File: src/hdl/assert_macros.svh
// assertion helpers for the rtl
`ifndef ASSERT_MACROS_SVH
`define ASSERT_MACROS_SVH

// property checked on every rising edge outside reset
`define LVR_ASSERT(lbl, prop, msg) \
  lbl: assert property (@(posedge clk) disable iff (!rst_n) prop) \
    else $error(msg);

// condition that must never hold outside reset
`define LVR_ASSERT_NEVER(lbl, cond, msg) \
  `LVR_ASSERT(lbl, !(cond), msg)

`endif

File: src/hdl/lvr_pkg.sv
package lvr_pkg;

  localparam int VOL_W  = 16;
  localparam int TIME_W = 32;
  localparam int DUR_W  = 16;
  localparam int PROD_W = VOL_W + DUR_W;
  localparam int OP_W   = 2;
  localparam int IDX_W  = 2;

  localparam logic [VOL_W-1:0] UNITY_VOL = 16'd32768;

  // operation codes
  localparam logic [OP_W-1:0] OP_START = 2'd0;
  localparam logic [OP_W-1:0] OP_QUERY = 2'd1;
  localparam logic [OP_W-1:0] OP_STOP  = 2'd2;

  // register indexes
  localparam logic [IDX_W-1:0] REG_START_VOL  = 2'd0;
  localparam logic [IDX_W-1:0] REG_TARGET_VOL = 2'd1;
  localparam logic [IDX_W-1:0] REG_DURATION   = 2'd2;

  typedef enum logic [2:0] {
    ST_IDLE,
    ST_MUL,
    ST_DIV,
    ST_WAITD,
    ST_DONE
  } lvr_state_t;

  typedef struct packed {
    logic              start;
    logic [PROD_W-1:0] dividend;
    logic [DUR_W-1:0]  divisor;
  } lvr_div_req_t;

  typedef struct packed {
    logic             done;
    logic [VOL_W-1:0] quotient;
  } lvr_div_rsp_t;

  // clamp a volume to unity
  function automatic logic [VOL_W-1:0] sat_vol(input logic [VOL_W-1:0] v);
    sat_vol = (v > UNITY_VOL) ? UNITY_VOL : v;
  endfunction

endpackage

File: src/hdl/linear_volume_ramp_unit.sv
// Linear volume ramp. Three registers set the ramp: start volume, target
// volume (both Q1.15, 32768 is unity, larger values are clamped to unity)
// and duration in ms (zero counts as one). A start beat arms the ramp; the
// first query after it takes its now_ms as the ramp origin, and each query
// returns start + (target - start) * min(elapsed, duration) / duration with
// the step truncated towards the start volume, elapsed counted modulo 2^32.
// The ramp drops out at the first query whose elapsed exceeds the duration.
// A terminate beat stops it; while stopped, the last volume is returned
// (unity after reset). Every input beat yields exactly one result beat.
// Start, terminate, and queries with no ramp running are answered straight
// from the idle state. A query on a running ramp goes through a multiply
// state for the 16x16 product, then the restoring divider that produces one
// quotient bit per cycle, then a done state that offers the result. The input
// is not ready while a query is in flight or while a result waits to be
// taken. Registers are sampled when the query is accepted.
module linear_volume_ramp_unit (
  input  logic                        clk,
  input  logic                        rst_n,
  // configuration
  input  logic                        cfg_we,
  input  logic [lvr_pkg::IDX_W-1:0]   cfg_index,
  input  logic [lvr_pkg::VOL_W-1:0]   cfg_wdata,
  // input beats
  input  logic                        in_valid,
  output logic                        in_ready,
  input  logic [lvr_pkg::OP_W-1:0]    in_operation,
  input  logic [lvr_pkg::TIME_W-1:0]  in_now_ms,
  // result beats
  output logic                        out_valid,
  input  logic                        out_ready,
  output logic [lvr_pkg::VOL_W-1:0]   out_volume,
  output logic                        out_ramp_active
);
  import lvr_pkg::*;
  `include "assert_macros.svh"

  // configuration registers
  logic [VOL_W-1:0]  start_vol_r;
  logic [VOL_W-1:0]  target_vol_r;
  logic [DUR_W-1:0]  dur_r;

  // ramp state
  lvr_state_t        state_r, state_nxt;
  logic              running_r, running_nxt;
  logic              latched_r, latched_nxt;
  logic [TIME_W-1:0] origin_r, origin_nxt;
  logic [VOL_W-1:0]  held_r, held_nxt;

  // per query operands
  logic [VOL_W-1:0]  s_r, s_nxt;
  logic [VOL_W-1:0]  diff_r, diff_nxt;
  logic              up_r, up_nxt;
  logic [DUR_W-1:0]  d_r, d_nxt;
  logic [DUR_W-1:0]  e_r, e_nxt;
  logic [PROD_W-1:0] prod_r, prod_nxt;

  // result register
  logic              out_valid_r, out_valid_nxt;
  logic [VOL_W-1:0]  out_volume_r, out_volume_nxt;
  logic              out_active_r, out_active_nxt;

  // combinational helpers
  logic              accept;
  logic [VOL_W-1:0]  s_sat, t_sat;
  logic [DUR_W-1:0]  d_eff;
  logic [TIME_W-1:0] origin_eff;
  logic [TIME_W-1:0] elapsed;
  logic              overrun;

  lvr_div_req_t      div_req;
  lvr_div_rsp_t      div_rsp;

  lvr_div u_div (
    .clk   (clk),
    .rst_n (rst_n),
    .req   (div_req),
    .rsp   (div_rsp)
  );

  assign in_ready = (state_r == ST_IDLE) && (!out_valid_r || out_ready);
  assign accept   = in_valid && in_ready;

  // operand preparation at acceptance
  assign s_sat      = sat_vol(start_vol_r);
  assign t_sat      = sat_vol(target_vol_r);
  assign d_eff      = (dur_r == '0) ? DUR_W'(1) : dur_r;
  assign origin_eff = latched_r ? origin_r : in_now_ms;
  assign elapsed    = in_now_ms - origin_eff;
  assign overrun    = elapsed > TIME_W'(d_eff);

  always_comb begin
    div_req.start    = (state_r == ST_DIV);
    div_req.dividend = prod_r;
    div_req.divisor  = d_r;
  end

  // sequencer: next state and datapath updates
  always_comb begin
    state_nxt      = state_r;
    running_nxt    = running_r;
    latched_nxt    = latched_r;
    origin_nxt     = origin_r;
    held_nxt       = held_r;
    s_nxt          = s_r;
    diff_nxt       = diff_r;
    up_nxt         = up_r;
    d_nxt          = d_r;
    e_nxt          = e_r;
    prod_nxt       = prod_r;
    out_valid_nxt  = out_valid_r && !out_ready;
    out_volume_nxt = out_volume_r;
    out_active_nxt = out_active_r;

    unique case (state_r)
      ST_IDLE: begin
        if (accept) begin
          priority if (in_operation == OP_START) begin
            running_nxt    = 1'b1;
            latched_nxt    = 1'b0;
            out_valid_nxt  = 1'b1;
            out_volume_nxt = held_r;
            out_active_nxt = 1'b1;
          end else if (in_operation == OP_QUERY && running_r) begin
            // origin latched on the first query of the ramp
            latched_nxt = 1'b1;
            origin_nxt  = origin_eff;
            s_nxt       = s_sat;
            up_nxt      = t_sat >= s_sat;
            diff_nxt    = (t_sat >= s_sat) ? t_sat - s_sat : s_sat - t_sat;
            d_nxt       = d_eff;
            e_nxt       = overrun ? d_eff : elapsed[DUR_W-1:0];
            running_nxt = !overrun;
            state_nxt   = ST_MUL;
          end else if (in_operation == OP_STOP) begin
            running_nxt    = 1'b0;
            out_valid_nxt  = 1'b1;
            out_volume_nxt = held_r;
            out_active_nxt = 1'b0;
          end else begin
            // query with no ramp, or unused code: hold everything
            out_valid_nxt  = 1'b1;
            out_volume_nxt = held_r;
            out_active_nxt = running_r;
          end
        end
      end
      ST_MUL: begin
        prod_nxt  = PROD_W'(diff_r) * PROD_W'(e_r);
        state_nxt = ST_DIV;
      end
      ST_DIV: begin
        state_nxt = ST_WAITD;
      end
      ST_WAITD: begin
        if (div_rsp.done) begin
          held_nxt  = up_r ? s_r + div_rsp.quotient : s_r - div_rsp.quotient;
          state_nxt = ST_DONE;
        end
      end
      ST_DONE: begin
        if (!out_valid_r || out_ready) begin
          out_valid_nxt  = 1'b1;
          out_volume_nxt = held_r;
          out_active_nxt = running_r;
          state_nxt      = ST_IDLE;
        end
      end
      default: begin
        state_nxt = ST_IDLE;
      end
    endcase
  end

  // state register
  always_ff @(posedge clk) begin
    if (!rst_n) begin
      state_r <= ST_IDLE;
    end else begin
      state_r <= state_nxt;
    end
  end

  // control and architectural state
  always_ff @(posedge clk) begin
    if (!rst_n) begin
      start_vol_r  <= UNITY_VOL;
      target_vol_r <= UNITY_VOL;
      dur_r        <= DUR_W'(1);
      running_r    <= 1'b0;
      latched_r    <= 1'b0;
      origin_r     <= '0;
      held_r       <= UNITY_VOL;
      out_valid_r  <= 1'b0;
    end else begin
      if (cfg_we) begin
        unique case (cfg_index)
          REG_START_VOL:  start_vol_r  <= cfg_wdata;
          REG_TARGET_VOL: target_vol_r <= cfg_wdata;
          REG_DURATION:   dur_r        <= cfg_wdata;
          default: ;
        endcase
      end
      running_r   <= running_nxt;
      latched_r   <= latched_nxt;
      origin_r    <= origin_nxt;
      held_r      <= held_nxt;
      out_valid_r <= out_valid_nxt;
    end
  end

  // payload registers
  always_ff @(posedge clk) begin
    s_r          <= s_nxt;
    diff_r       <= diff_nxt;
    up_r         <= up_nxt;
    d_r          <= d_nxt;
    e_r          <= e_nxt;
    prod_r       <= prod_nxt;
    out_volume_r <= out_volume_nxt;
    out_active_r <= out_active_nxt;
  end

  assign out_valid       = out_valid_r;
  assign out_volume      = out_volume_r;
  assign out_ramp_active = out_active_r;

  // a start beat re-arms the ramp and forgets the old origin
  `LVR_ASSERT(a_start_arms, (accept && in_operation == OP_START) |=> (running_r && !latched_r), "start beat did not arm the ramp")
  // the step never exceeds the volume span
  `LVR_ASSERT(a_quot_bound, div_rsp.done |-> (div_rsp.quotient <= diff_r), "ramp step beyond volume span")
  // divider results only arrive while the sequencer waits for them
  `LVR_ASSERT(a_done_waiting, div_rsp.done |-> (state_r == ST_WAITD), "divider finished outside wait state")
  // held volume stays within unity
  `LVR_ASSERT_NEVER(a_held_range, held_r > UNITY_VOL, "held volume above unity")

endmodule

File: src/hdl/lvr_div.sv
module lvr_div (
  input  logic                 clk,
  input  logic                 rst_n,
  input  lvr_pkg::lvr_div_req_t req,
  output lvr_pkg::lvr_div_rsp_t rsp
);
  import lvr_pkg::*;

  // quotient is known to fit in VOL_W bits, so one step per quotient bit
  localparam int STEPS = VOL_W;
  localparam int CNT_W = $clog2(STEPS);

  logic             busy_r;
  logic             done_r;
  logic [CNT_W-1:0] cnt_r;
  logic [DUR_W-1:0] rem_r;
  logic [DUR_W-1:0] lo_r;
  logic [DUR_W-1:0] dsr_r;
  logic [VOL_W-1:0] q_r;
  logic [DUR_W+1:0] trial;
  logic             fits;

  // one restoring subtract per cycle
  assign trial = {1'b0, rem_r, lo_r[DUR_W-1]} - {2'b00, dsr_r};
  assign fits  = !trial[DUR_W+1];

  always_ff @(posedge clk) begin
    if (!rst_n) begin
      busy_r <= 1'b0;
      done_r <= 1'b0;
      cnt_r  <= '0;
    end else begin
      done_r <= 1'b0;
      if (req.start) begin
        busy_r <= 1'b1;
        cnt_r  <= '0;
      end else if (busy_r) begin
        cnt_r <= cnt_r + 1'b1;
        if (cnt_r == CNT_W'(STEPS - 1)) begin
          busy_r <= 1'b0;
          done_r <= 1'b1;
        end
      end
    end
  end

  always_ff @(posedge clk) begin
    if (req.start) begin
      rem_r <= req.dividend[PROD_W-1:DUR_W];
      lo_r  <= req.dividend[DUR_W-1:0];
      dsr_r <= req.divisor;
    end else if (busy_r) begin
      rem_r <= fits ? trial[DUR_W-1:0] : {rem_r[DUR_W-2:0], lo_r[DUR_W-1]};
      lo_r  <= {lo_r[DUR_W-2:0], 1'b0};
      q_r   <= {q_r[VOL_W-2:0], fits};
    end
  end

  assign rsp.done     = done_r;
  assign rsp.quotient = q_r;

endmodule

File: config.mk
export PLATFORM = sky130hd
export DESIGN_NAME = linear_volume_ramp_unit
export DESIGN_NICKNAME = d
export VERILOG_FILES = /design/src/hdl/lvr_pkg.sv /design/src/hdl/linear_volume_ramp_unit.sv /design/src/hdl/lvr_div.sv
export VERILOG_INCLUDE_DIRS = /design/src /design/src/hdl
export SDC_FILE = /design/constraint.sdc
export NUM_CORES = 1
export LEC_CHECK = 0
export BUFFER_PORTS_ARGS = -buffer_cell sky130_fd_sc_hd__buf_4
export CORE_MARGIN = 3
export CORE_UTILIZATION = 55
export CTS_CLUSTER_DIAMETER = 50
export DETAILED_ROUTE_END_ITERATION = 8
export GPL_TIMING_DRIVEN = 0
export PLACE_DENSITY = 0.75
export SETUP_SLACK_MARGIN = 0.1
export SLEW_MARGIN = 20
export SYNTH_ARGS = -nofsm -noshare
export SYNTH_HDL_FRONTEND = slang
export SYNTH_HIERARCHICAL = 1
export SYNTH_SLANG_ARGS = --single-unit
File: constraint.sdc
create_clock -name clk -period 7.15 [get_ports clk]
set_clock_uncertainty 0.15 [all_clocks]
set_input_delay 1.43 -clock clk [delete_from_list [all_inputs] [get_ports clk]]
set_output_delay 1.43 -clock clk [all_outputs]
set_load 0.05 [all_outputs]
==> flow_metrics.py, run 1 <==
metrics = {
    "flow_run": {
        "cap_viol_max_count": 0,
    },
    "yosys": {
        "yosysMostFrequentCell": "nand2_1",
        "ys_seq_area_frac": 0.307,
        "synth_seq_cells": 286,
        "yosysWarningCount": 6,
        "synthArstFlopShare": 0,
        "synth.net_count": 3032,
        "synthCells": 2561,
        "synth_top_area_cell": "edfxtp_1",
        "syn-cell-area_um2": 24500,
        "synth_commonest_cells": "320 x nand2_1, 306 x inv_1, 215 x ha_1",
        "synth_top_area_frac": 0.218,
        "synth_edf_count": 178,
        "synth.avg_cell_area_um2": 9.55,
        "ys.flop_type": "edfxtp_1",
        "ys_types": 81,
        "synthTopCellsByArea": "edfxtp_1 22%, fa_1 16%, ha_1 11%, dfxtp_1 8.8%, nand2_1 4.9%",
    },
    "floorplan": {
        "start_util": 0.562,
        "die_w_um": 217,
        "io_pins": 76,
        "core-area_um2": 43600,
        "rows": 76,
        "dieArea_um2": 47000,
        "die_y_um": 217,
    },
    "timing": {
        "slew_headroom": 0.401,
        "fmax_mhz": 144,
        "finalSetupViolations": 0,
        "finalCritPeriodShare": 0.970,
        "period_minus_slack_ns": 6.94,
        "finalWorstSetupSlack_ns": 0.215,
        "grt_setup_unrepaired": "true",
        "setup_tns_ns": 0,
        "hold_viol_final": 0,
        "whs_ns": 0.270,
        "worstMarginPinSlew_ns": 0.899,
        "drv_slew": 0,
    },
    "worst_hold_path": {
        "min_path_type": "register to register",
    },
    "global_route": {
        "grt_max_degree": 49,
        "grt_pass1_wl_um": 103000,
        "grt_use_total": 0.274,
        "grt_pass1_vias": 19900,
        "grt_overflow_total": 0,
        "antenna_found_initial": 1,
    },
    "power": {
        "ir_drop_v": 0.000198,
        "leakage_nw": 12.1,
        "p_per_area_nw_per_um2": 205,
    },
    "setup_path": {
        "path_class": "register to register",
        "critPathArrivalTime_ns": 7.07,
        "cp-end-kind": "register",
        "crit_slowest_cell": "fa_1",
        "critical_path_required_ns": 7.29,
        "start_kind": "register",
        "crit_top_cell": "fa_1",
        "path_cells": "buf_4 > buf_4 > and2_1 > fa_1 > inv_1 > fa_1 > inv_1 > fa_1 > fa_1 > fa_1 > fa_1 > ha_1 > o21ai_0 > nand2b_1 > and3_1 > o21ai_0 > a21oi_2 > o41ai_2 > nand4b_1 > a21boi_0 > o41ai_2 > xnor2_1",
        "crit_buf_inv": 4,
        "crit_family": "adder cells",
        "path_max_fanout": 4,
        "max_stage_delay_ns": 0.57,
    },
    "route": {
        "dr.pass1.iters": 5,
        "wl_per_cell_um": 19.3,
        "wl_um": 64100,
        "num_vias": 19100,
        "drc": 0,
        "viasPerCell": 5.76,
        "drtAntennaViolNets": 0,
        "drt_iter0_markers": 1296,
    },
    "placement": {
        "dp_slack_ns": -0.807,
        "port_buffers": 75,
        "gp_congestion": 0.940,
        "dp_hpwl_um": 49300,
    },
    "cts": {
        "cts-hold-fix-buffers": 0,
        "cts-root-buf": "clkbuf_16",
        "tritoncts": "built",
        "clk_path_buf_depth": 3,
        "htreeDepth": 2,
        "cts.clk_slew.worst_paths_ns": 0.06,
        "clk_latency_ns": 0.57,
        "cts_made_buffers": 37,
        "cts_sinks": 286,
    },
    "final_layout": {
        "areaGrowthSynthToFinish_pct": 12.4,
        "fill_cells": 3571,
        "drive_gt1_frac": 0.105,
        "nNetsFinal": 3180,
    },
    "run_status": {
        "run_status": "finished, final reports clean",
    },
}
-- final timing paths --
check        slack [ns]  cells past startpoint       start              to
max                0.21                     22  diff_r[12]      prod_r[31]
min                0.27                      0      d_r[8]  u_div/dsr_r[8]
max reg2reg        0.21                     22  diff_r[12]      prod_r[31]
min reg2reg        0.27                      0      d_r[8]  u_div/dsr_r[8]
-- layer usage --
| layer | share of wire | routed length (um) | track usage |
|---|---|---|---|
| met1 | 0.41 | 26000 | 0.343 |
| met2 | 0.48 | 30800 | 0.468 |
| met3 | 0.065 | 4150 | 0.0438 |
| met4 | 0.050 | 3190 | 0.124 |
| met5 | 0 | 0 | 0 |
-- cells in the final DEF, fill, tap and decap left out, drive strengths merged, types with 47 or more instances in the layout --
| cell | count |
|---|---|
| fa | 199 |
| a21oi | 175 |
| inv | 314 |
| dfxtp | 108 |
| ha | 215 |
| mux2i | 56 |
| buf | 116 |
| clkbuf | 153 |
| o21ai | 49 |
| xnor2 | 65 |
| and2 | 125 |
| a21o | 47 |
| nand2 | 320 |
| edfxtp | 178 |
| nor2 | 138 |
-- worst register-to-register path: cells and delay by family (launching register included) --
kind	cells	cell delay, ns
adder cells (fa/ha/maj)	7	3.46
AO/OA/AOI/OAI	6	1.24
AND/OR/NAND/NOR	4	0.71
flip-flops	1	0.49
buffers and inverters	4	0.48
XOR/XNOR	1	0.11
-- timing repair --
| action | in CTS | in global routing |
|---|---|---|
| pin swaps | 3 | 4 |
| endpoints found under the setup margin | 10 | 21 |
| setup buffers | 22 | 3 |
| gates resized for setup | 52 | 23 |
-- state kept, by name, summed over array words and instances, names as in the netlist, 3 cells and up --
signal and flops:
d_r 16, diff_r 16, dur_r 16, e_r 16, held_r 16, origin_r 32, out_volume 16, prod_r 32
s_r 16, start_vol_r 16, state_r 3, target_vol_r 16, u_div/cnt_r 4, u_div/dsr_r 16, u_div/lo_r 16, u_div/q_r 16
u_div/rem_r 16
-- report_power, final --
group / total (W) / internal (W) / switching (W)
sequential: 0.00187 / 0.00185 / 0.0000209
clock: 0.00189 / 0.00112 / 0.000773
combinational: 0.00188 / 0.000807 / 0.00107
-- stage by stage --
stage	area [um^2]	utilization	cells	total power (W)
3_3_place_gp	25800	0.591	3221	0.00360
2_1_floorplan	24500	-	2561	0.00317
3_5_place_dp	25900	0.594	3230	0.00365
5_1_grt	27500	0.631	3322	0.00594
4_1_cts	27400	0.630	3319	0.00562
6_report	27500	0.631	3323	0.00564
-- layout make-up --
class                      count  area [um^2]  share of cell area
buffer                       116          552              0.0201
multi-input combinational   1851        15400               0.562
antenna                        1         2.50           0.0000910
inverter                     308         1160              0.0420
clock inverter                23          288              0.0105
tap                          585          732              0.0266
sequential                   286         7510               0.273
clock buffer                  44          973              0.0354
timing repair buffer         109          837              0.0304
-- cells by family (layout without fill, tap and decap cells) --
kind of cell               count (synthesis)  count (layout)  share of synthesized area
AOI/OAI and AO/OA                        448             448                      0.118
xor gates and xnor gates                 104             104                     0.0372
adders and majority gates                414             414                      0.273
buffers and inverters                    424             600                     0.0657
DFF                                      286             286                      0.307
muxes                                     99              99                     0.0441
other                                      0               1                          0
and+or+nand+nor                          786             786                      0.155
Note: power is estimated with default switching activity, not from simulation.
==> run 2, diff against run 1 <==
--- a/config.mk
+++ b/config.mk
@@ -6,9 +6,11 @@
 export SDC_FILE = /design/constraint.sdc
 export NUM_CORES = 1
 export LEC_CHECK = 0
+export ABC_CLOCK_PERIOD_IN_PS = 7150
 export BUFFER_PORTS_ARGS = -buffer_cell sky130_fd_sc_hd__buf_4
 export CORE_MARGIN = 3
 export CORE_UTILIZATION = 55
+export CTS_BUF_LIST = sky130_fd_sc_hd__clkbuf_4 sky130_fd_sc_hd__clkbuf_8
 export CTS_CLUSTER_DIAMETER = 50
 export DETAILED_ROUTE_END_ITERATION = 8
 export GPL_TIMING_DRIVEN = 0
==> run 2 against run 1 <==
Critical endpoint unchanged. First-iteration DRC count down 4.6%. Clock power shrank 18%. Register-to-register slack worse by 0.02 ns. Core utilization shrank 0.23 points. Combinational power is 3% higher. Sequential power hardly changed. Worst setup slack got worse by 0.018 ns. Highest routed layer unchanged. Cell count rose by 1.1%. Non-clock buffer count rose by 12.
==> flow_metrics.py, run 2 (synthesized netlist as in run 1, its figures left out) <==
metrics = {
    "run_status": {
        "run_status": "finished, final reports clean",
    },
    "floorplan": {
        "rows": 76,
        "io_pins": 76,
        "die_y_um": 217,
        "start_util": 0.562,
        "core-area_um2": 43600,
        "dieArea_um2": 47000,
        "die_w_um": 217,
    },
    "worst_hold_path": {
        "hp-start": "d_r[8]",
        "min_to": "u_div/dsr_r[8]",
        "min_path_type": "register to register",
        "holdPathStages": 0,
    },
    "placement": {
        "dp_cells": 3230,
        "dp_slack_ns": -0.807,
        "port_buffers": 75,
        "dp_hpwl_um": 49300,
        "gp_congestion": 0.940,
    },
    "cts": {
        "cts-root-buf": "clkbuf_8",
        "cts.clk_slew.worst_paths_ns": 0.06,
        "clk_path_buf_depth": 3,
        "clk_latency_ns": 0.64,
        "tritoncts": "built",
        "cts_made_buffers": 49,
        "cts_sinks": 286,
        "cts-hold-fix-buffers": 0,
        "htreeDepth": 2,
    },
    "setup_path": {
        "path_cells": "buf_4 > buf_4 > and2_1 > fa_1 > inv_1 > fa_1 > fa_1 > inv_1 > fa_1 > fa_1 > inv_1 > fa_1 > inv_1 > ha_1 > and4_4 > nand2b_1 > nor2_1 > a2111oi_2 > a21oi_2 > o41ai_2 > nand4b_1 > a21boi_1 > o41ai_2 > xnor2_1",
        "crit_buf_inv": 6,
        "path_max_fanout": 4,
        "crit_slowest_cell": "fa_1",
        "max_stage_delay_ns": 0.52,
        "start_kind": "register",
        "crit_top_cell": "fa_1",
        "critPathArrivalTime_ns": 7.14,
        "r2r_setup_slack_ns": 0.20,
        "crit_family": "adder cells",
        "worstReg2RegEnd": "prod_r[31]",
        "critical_path_required_ns": 7.34,
        "path_class": "register to register",
        "worst-r2r-cell-count": 24,
        "cp-end-kind": "register",
        "worstReg2RegStart": "diff_r[7]",
    },
    "power": {
        "ir_drop_v": 0.000216,
        "pwr-share-clk": 0.290,
        "internal_power_w": 0.00354,
        "p_per_area_nw_per_um2": 195,
        "p_sw_w": 0.00181,
        "power_frac_comb": 0.360,
        "leakage_nw": 12.1,
        "netSwitchingFraction": 0.339,
        "sequentialPowerShare": 0.350,
    },
    "final_layout": {
        "final_common_cell": "nand2_1",
        "drive_gt1_frac": 0.119,
        "top_regs": "origin_r (32), prod_r (32)",
        "mostFrequentLayoutCells": "320 x nand2_1, 306 x inv_1, 212 x ha_1, 198 x fa_1, 178 x edfxtp_1",
        "final_util": 0.629,
        "stdcell_count": 3359,
        "nNetsFinal": 3204,
        "areaGrowthSynthToFinish_pct": 12.0,
    },
    "flow_run": {
        "cap_viol_max_count": 0,
    },
    "timing": {
        "drv_slew": 0,
        "finalWorstSetupSlack_ns": 0.197,
        "grt_setup_unrepaired": "false",
        "worstMarginPinSlew_ns": 0.892,
        "period_minus_slack_ns": 6.95,
        "fmax_mhz": 144,
        "hold_viol_final": 0,
        "finalSetupViolations": 0,
        "slew_headroom": 0.405,
        "finalCritPeriodShare": 0.972,
    },
    "global_route": {
        "grt_max_degree": 49,
        "grt_pass1_wl_um": 103000,
        "grt_overflow_total": 0,
        "antenna_found_initial": 1,
        "grt_pass1_vias": 20100,
        "grt_use_total": 0.274,
    },
    "route": {
        "drt_iter0_markers": 1236,
        "drc": 0,
        "dr.pass1.iters": 6,
        "wl_per_cell_um": 19.2,
        "num_vias": 19200,
        "viasPerCell": 5.73,
        "drtAntennaViolNets": 0,
        "wl_um": 64400,
    },
}
[run 2: changes by cell type in the layout (fill, tap and decap cells not counted), moves of 7 or more]
cell / before / now
buf_4: 104 / 119
clkbuf_1: 82 / 75
clkbuf_16: 38 / 0
clkbuf_2: 17 / 9
clkbuf_4: 13 / 26
clkbuf_8: 3 / 59
[run 2: power by group through the flow]
stage / sequential, W / combinational [W] / clock, W
6_report: 0.00187 / 0.00193 / 0.00155
5_1_grt: 0.00187 / 0.00212 / 0.00166
4_1_cts: 0.00187 / 0.00184 / 0.00159
3_5_place_dp: 0.00191 / 0.00174 / 0
3_3_place_gp: 0.00191 / 0.00169 / 0
2_1_floorplan: 0.00192 / 0.00125 / 0
[run 2: final cells by class]
| cell class | instances | area (um^2) |
|---|---|---|
| Clock buffer | 67 | 847 |
| Sequential cell | 286 | 7510 |
| Timing Repair Buffer | 121 | 923 |
| Clock inverter | 24 | 190 |
| Tap cell | 585 | 732 |
| Inverter | 308 | 1160 |
| Antenna cell | 1 | 2.50 |
| Buffer | 116 | 569 |
| Fill cell | 3585 | 16200 |
| Multi-Input combinational cell | 1851 | 15500 |
[run 2: how the worst max path moves through the flow]
stage | start | slack (ns) | cells past startpoint | to
6_report | diff_r[7] | 0.20 | 24 | prod_r[31]
5_1_grt | diff_r[1] | 0.07 | 22 | prod_r[31]
4_1_cts | diff_r[7] | 0.11 | 24 | prod_r[31]
3_5_place_dp | e_r[2] | -0.81 | 20 | prod_r[30]
3_3_place_gp | e_r[3] | -0.65 | 20 | prod_r[30]
2_1_floorplan | e_r[1] | 0.57 | 20 | prod_r[28]
[run 2: per-layer routing]
| metal | up-vias | global-route usage | wire length (um) |
|---|---|---|---|
| li1 | 9030 | - | - |
| met1 | 9319 | 0.347 | 26200 |
| met2 | 701 | 0.465 | 30700 |
| met3 | 189 | 0.0419 | 4190 |
| met4 | 0 | 0.129 | 3290 |
| met5 | - | 0 | 0 |
[run 2: per-stage QoR]
stage | cell area (um^2) | TNS [ns] | power, W | hold WS, ns
finish | 27400 | 0 | 0.00535 | 0.273
global route | 27400 | 0 | 0.00565 | 0.276
CTS | 27300 | 0 | 0.00529 | 0.268
detailed placement | 25900 | -3.95 | 0.00365 | 0.258
global placement | 25800 | -2.56 | 0.00360 | 0.254
floorplan | 24500 | 0 | 0.00317 | 0.249
[run 2: what timing repair did]
action / CTS / global route
setup buffers: 27 / 10
pin swaps: 4 / 8
setup endpoints to repair: 10 / 21
resized for setup: 57 / 35
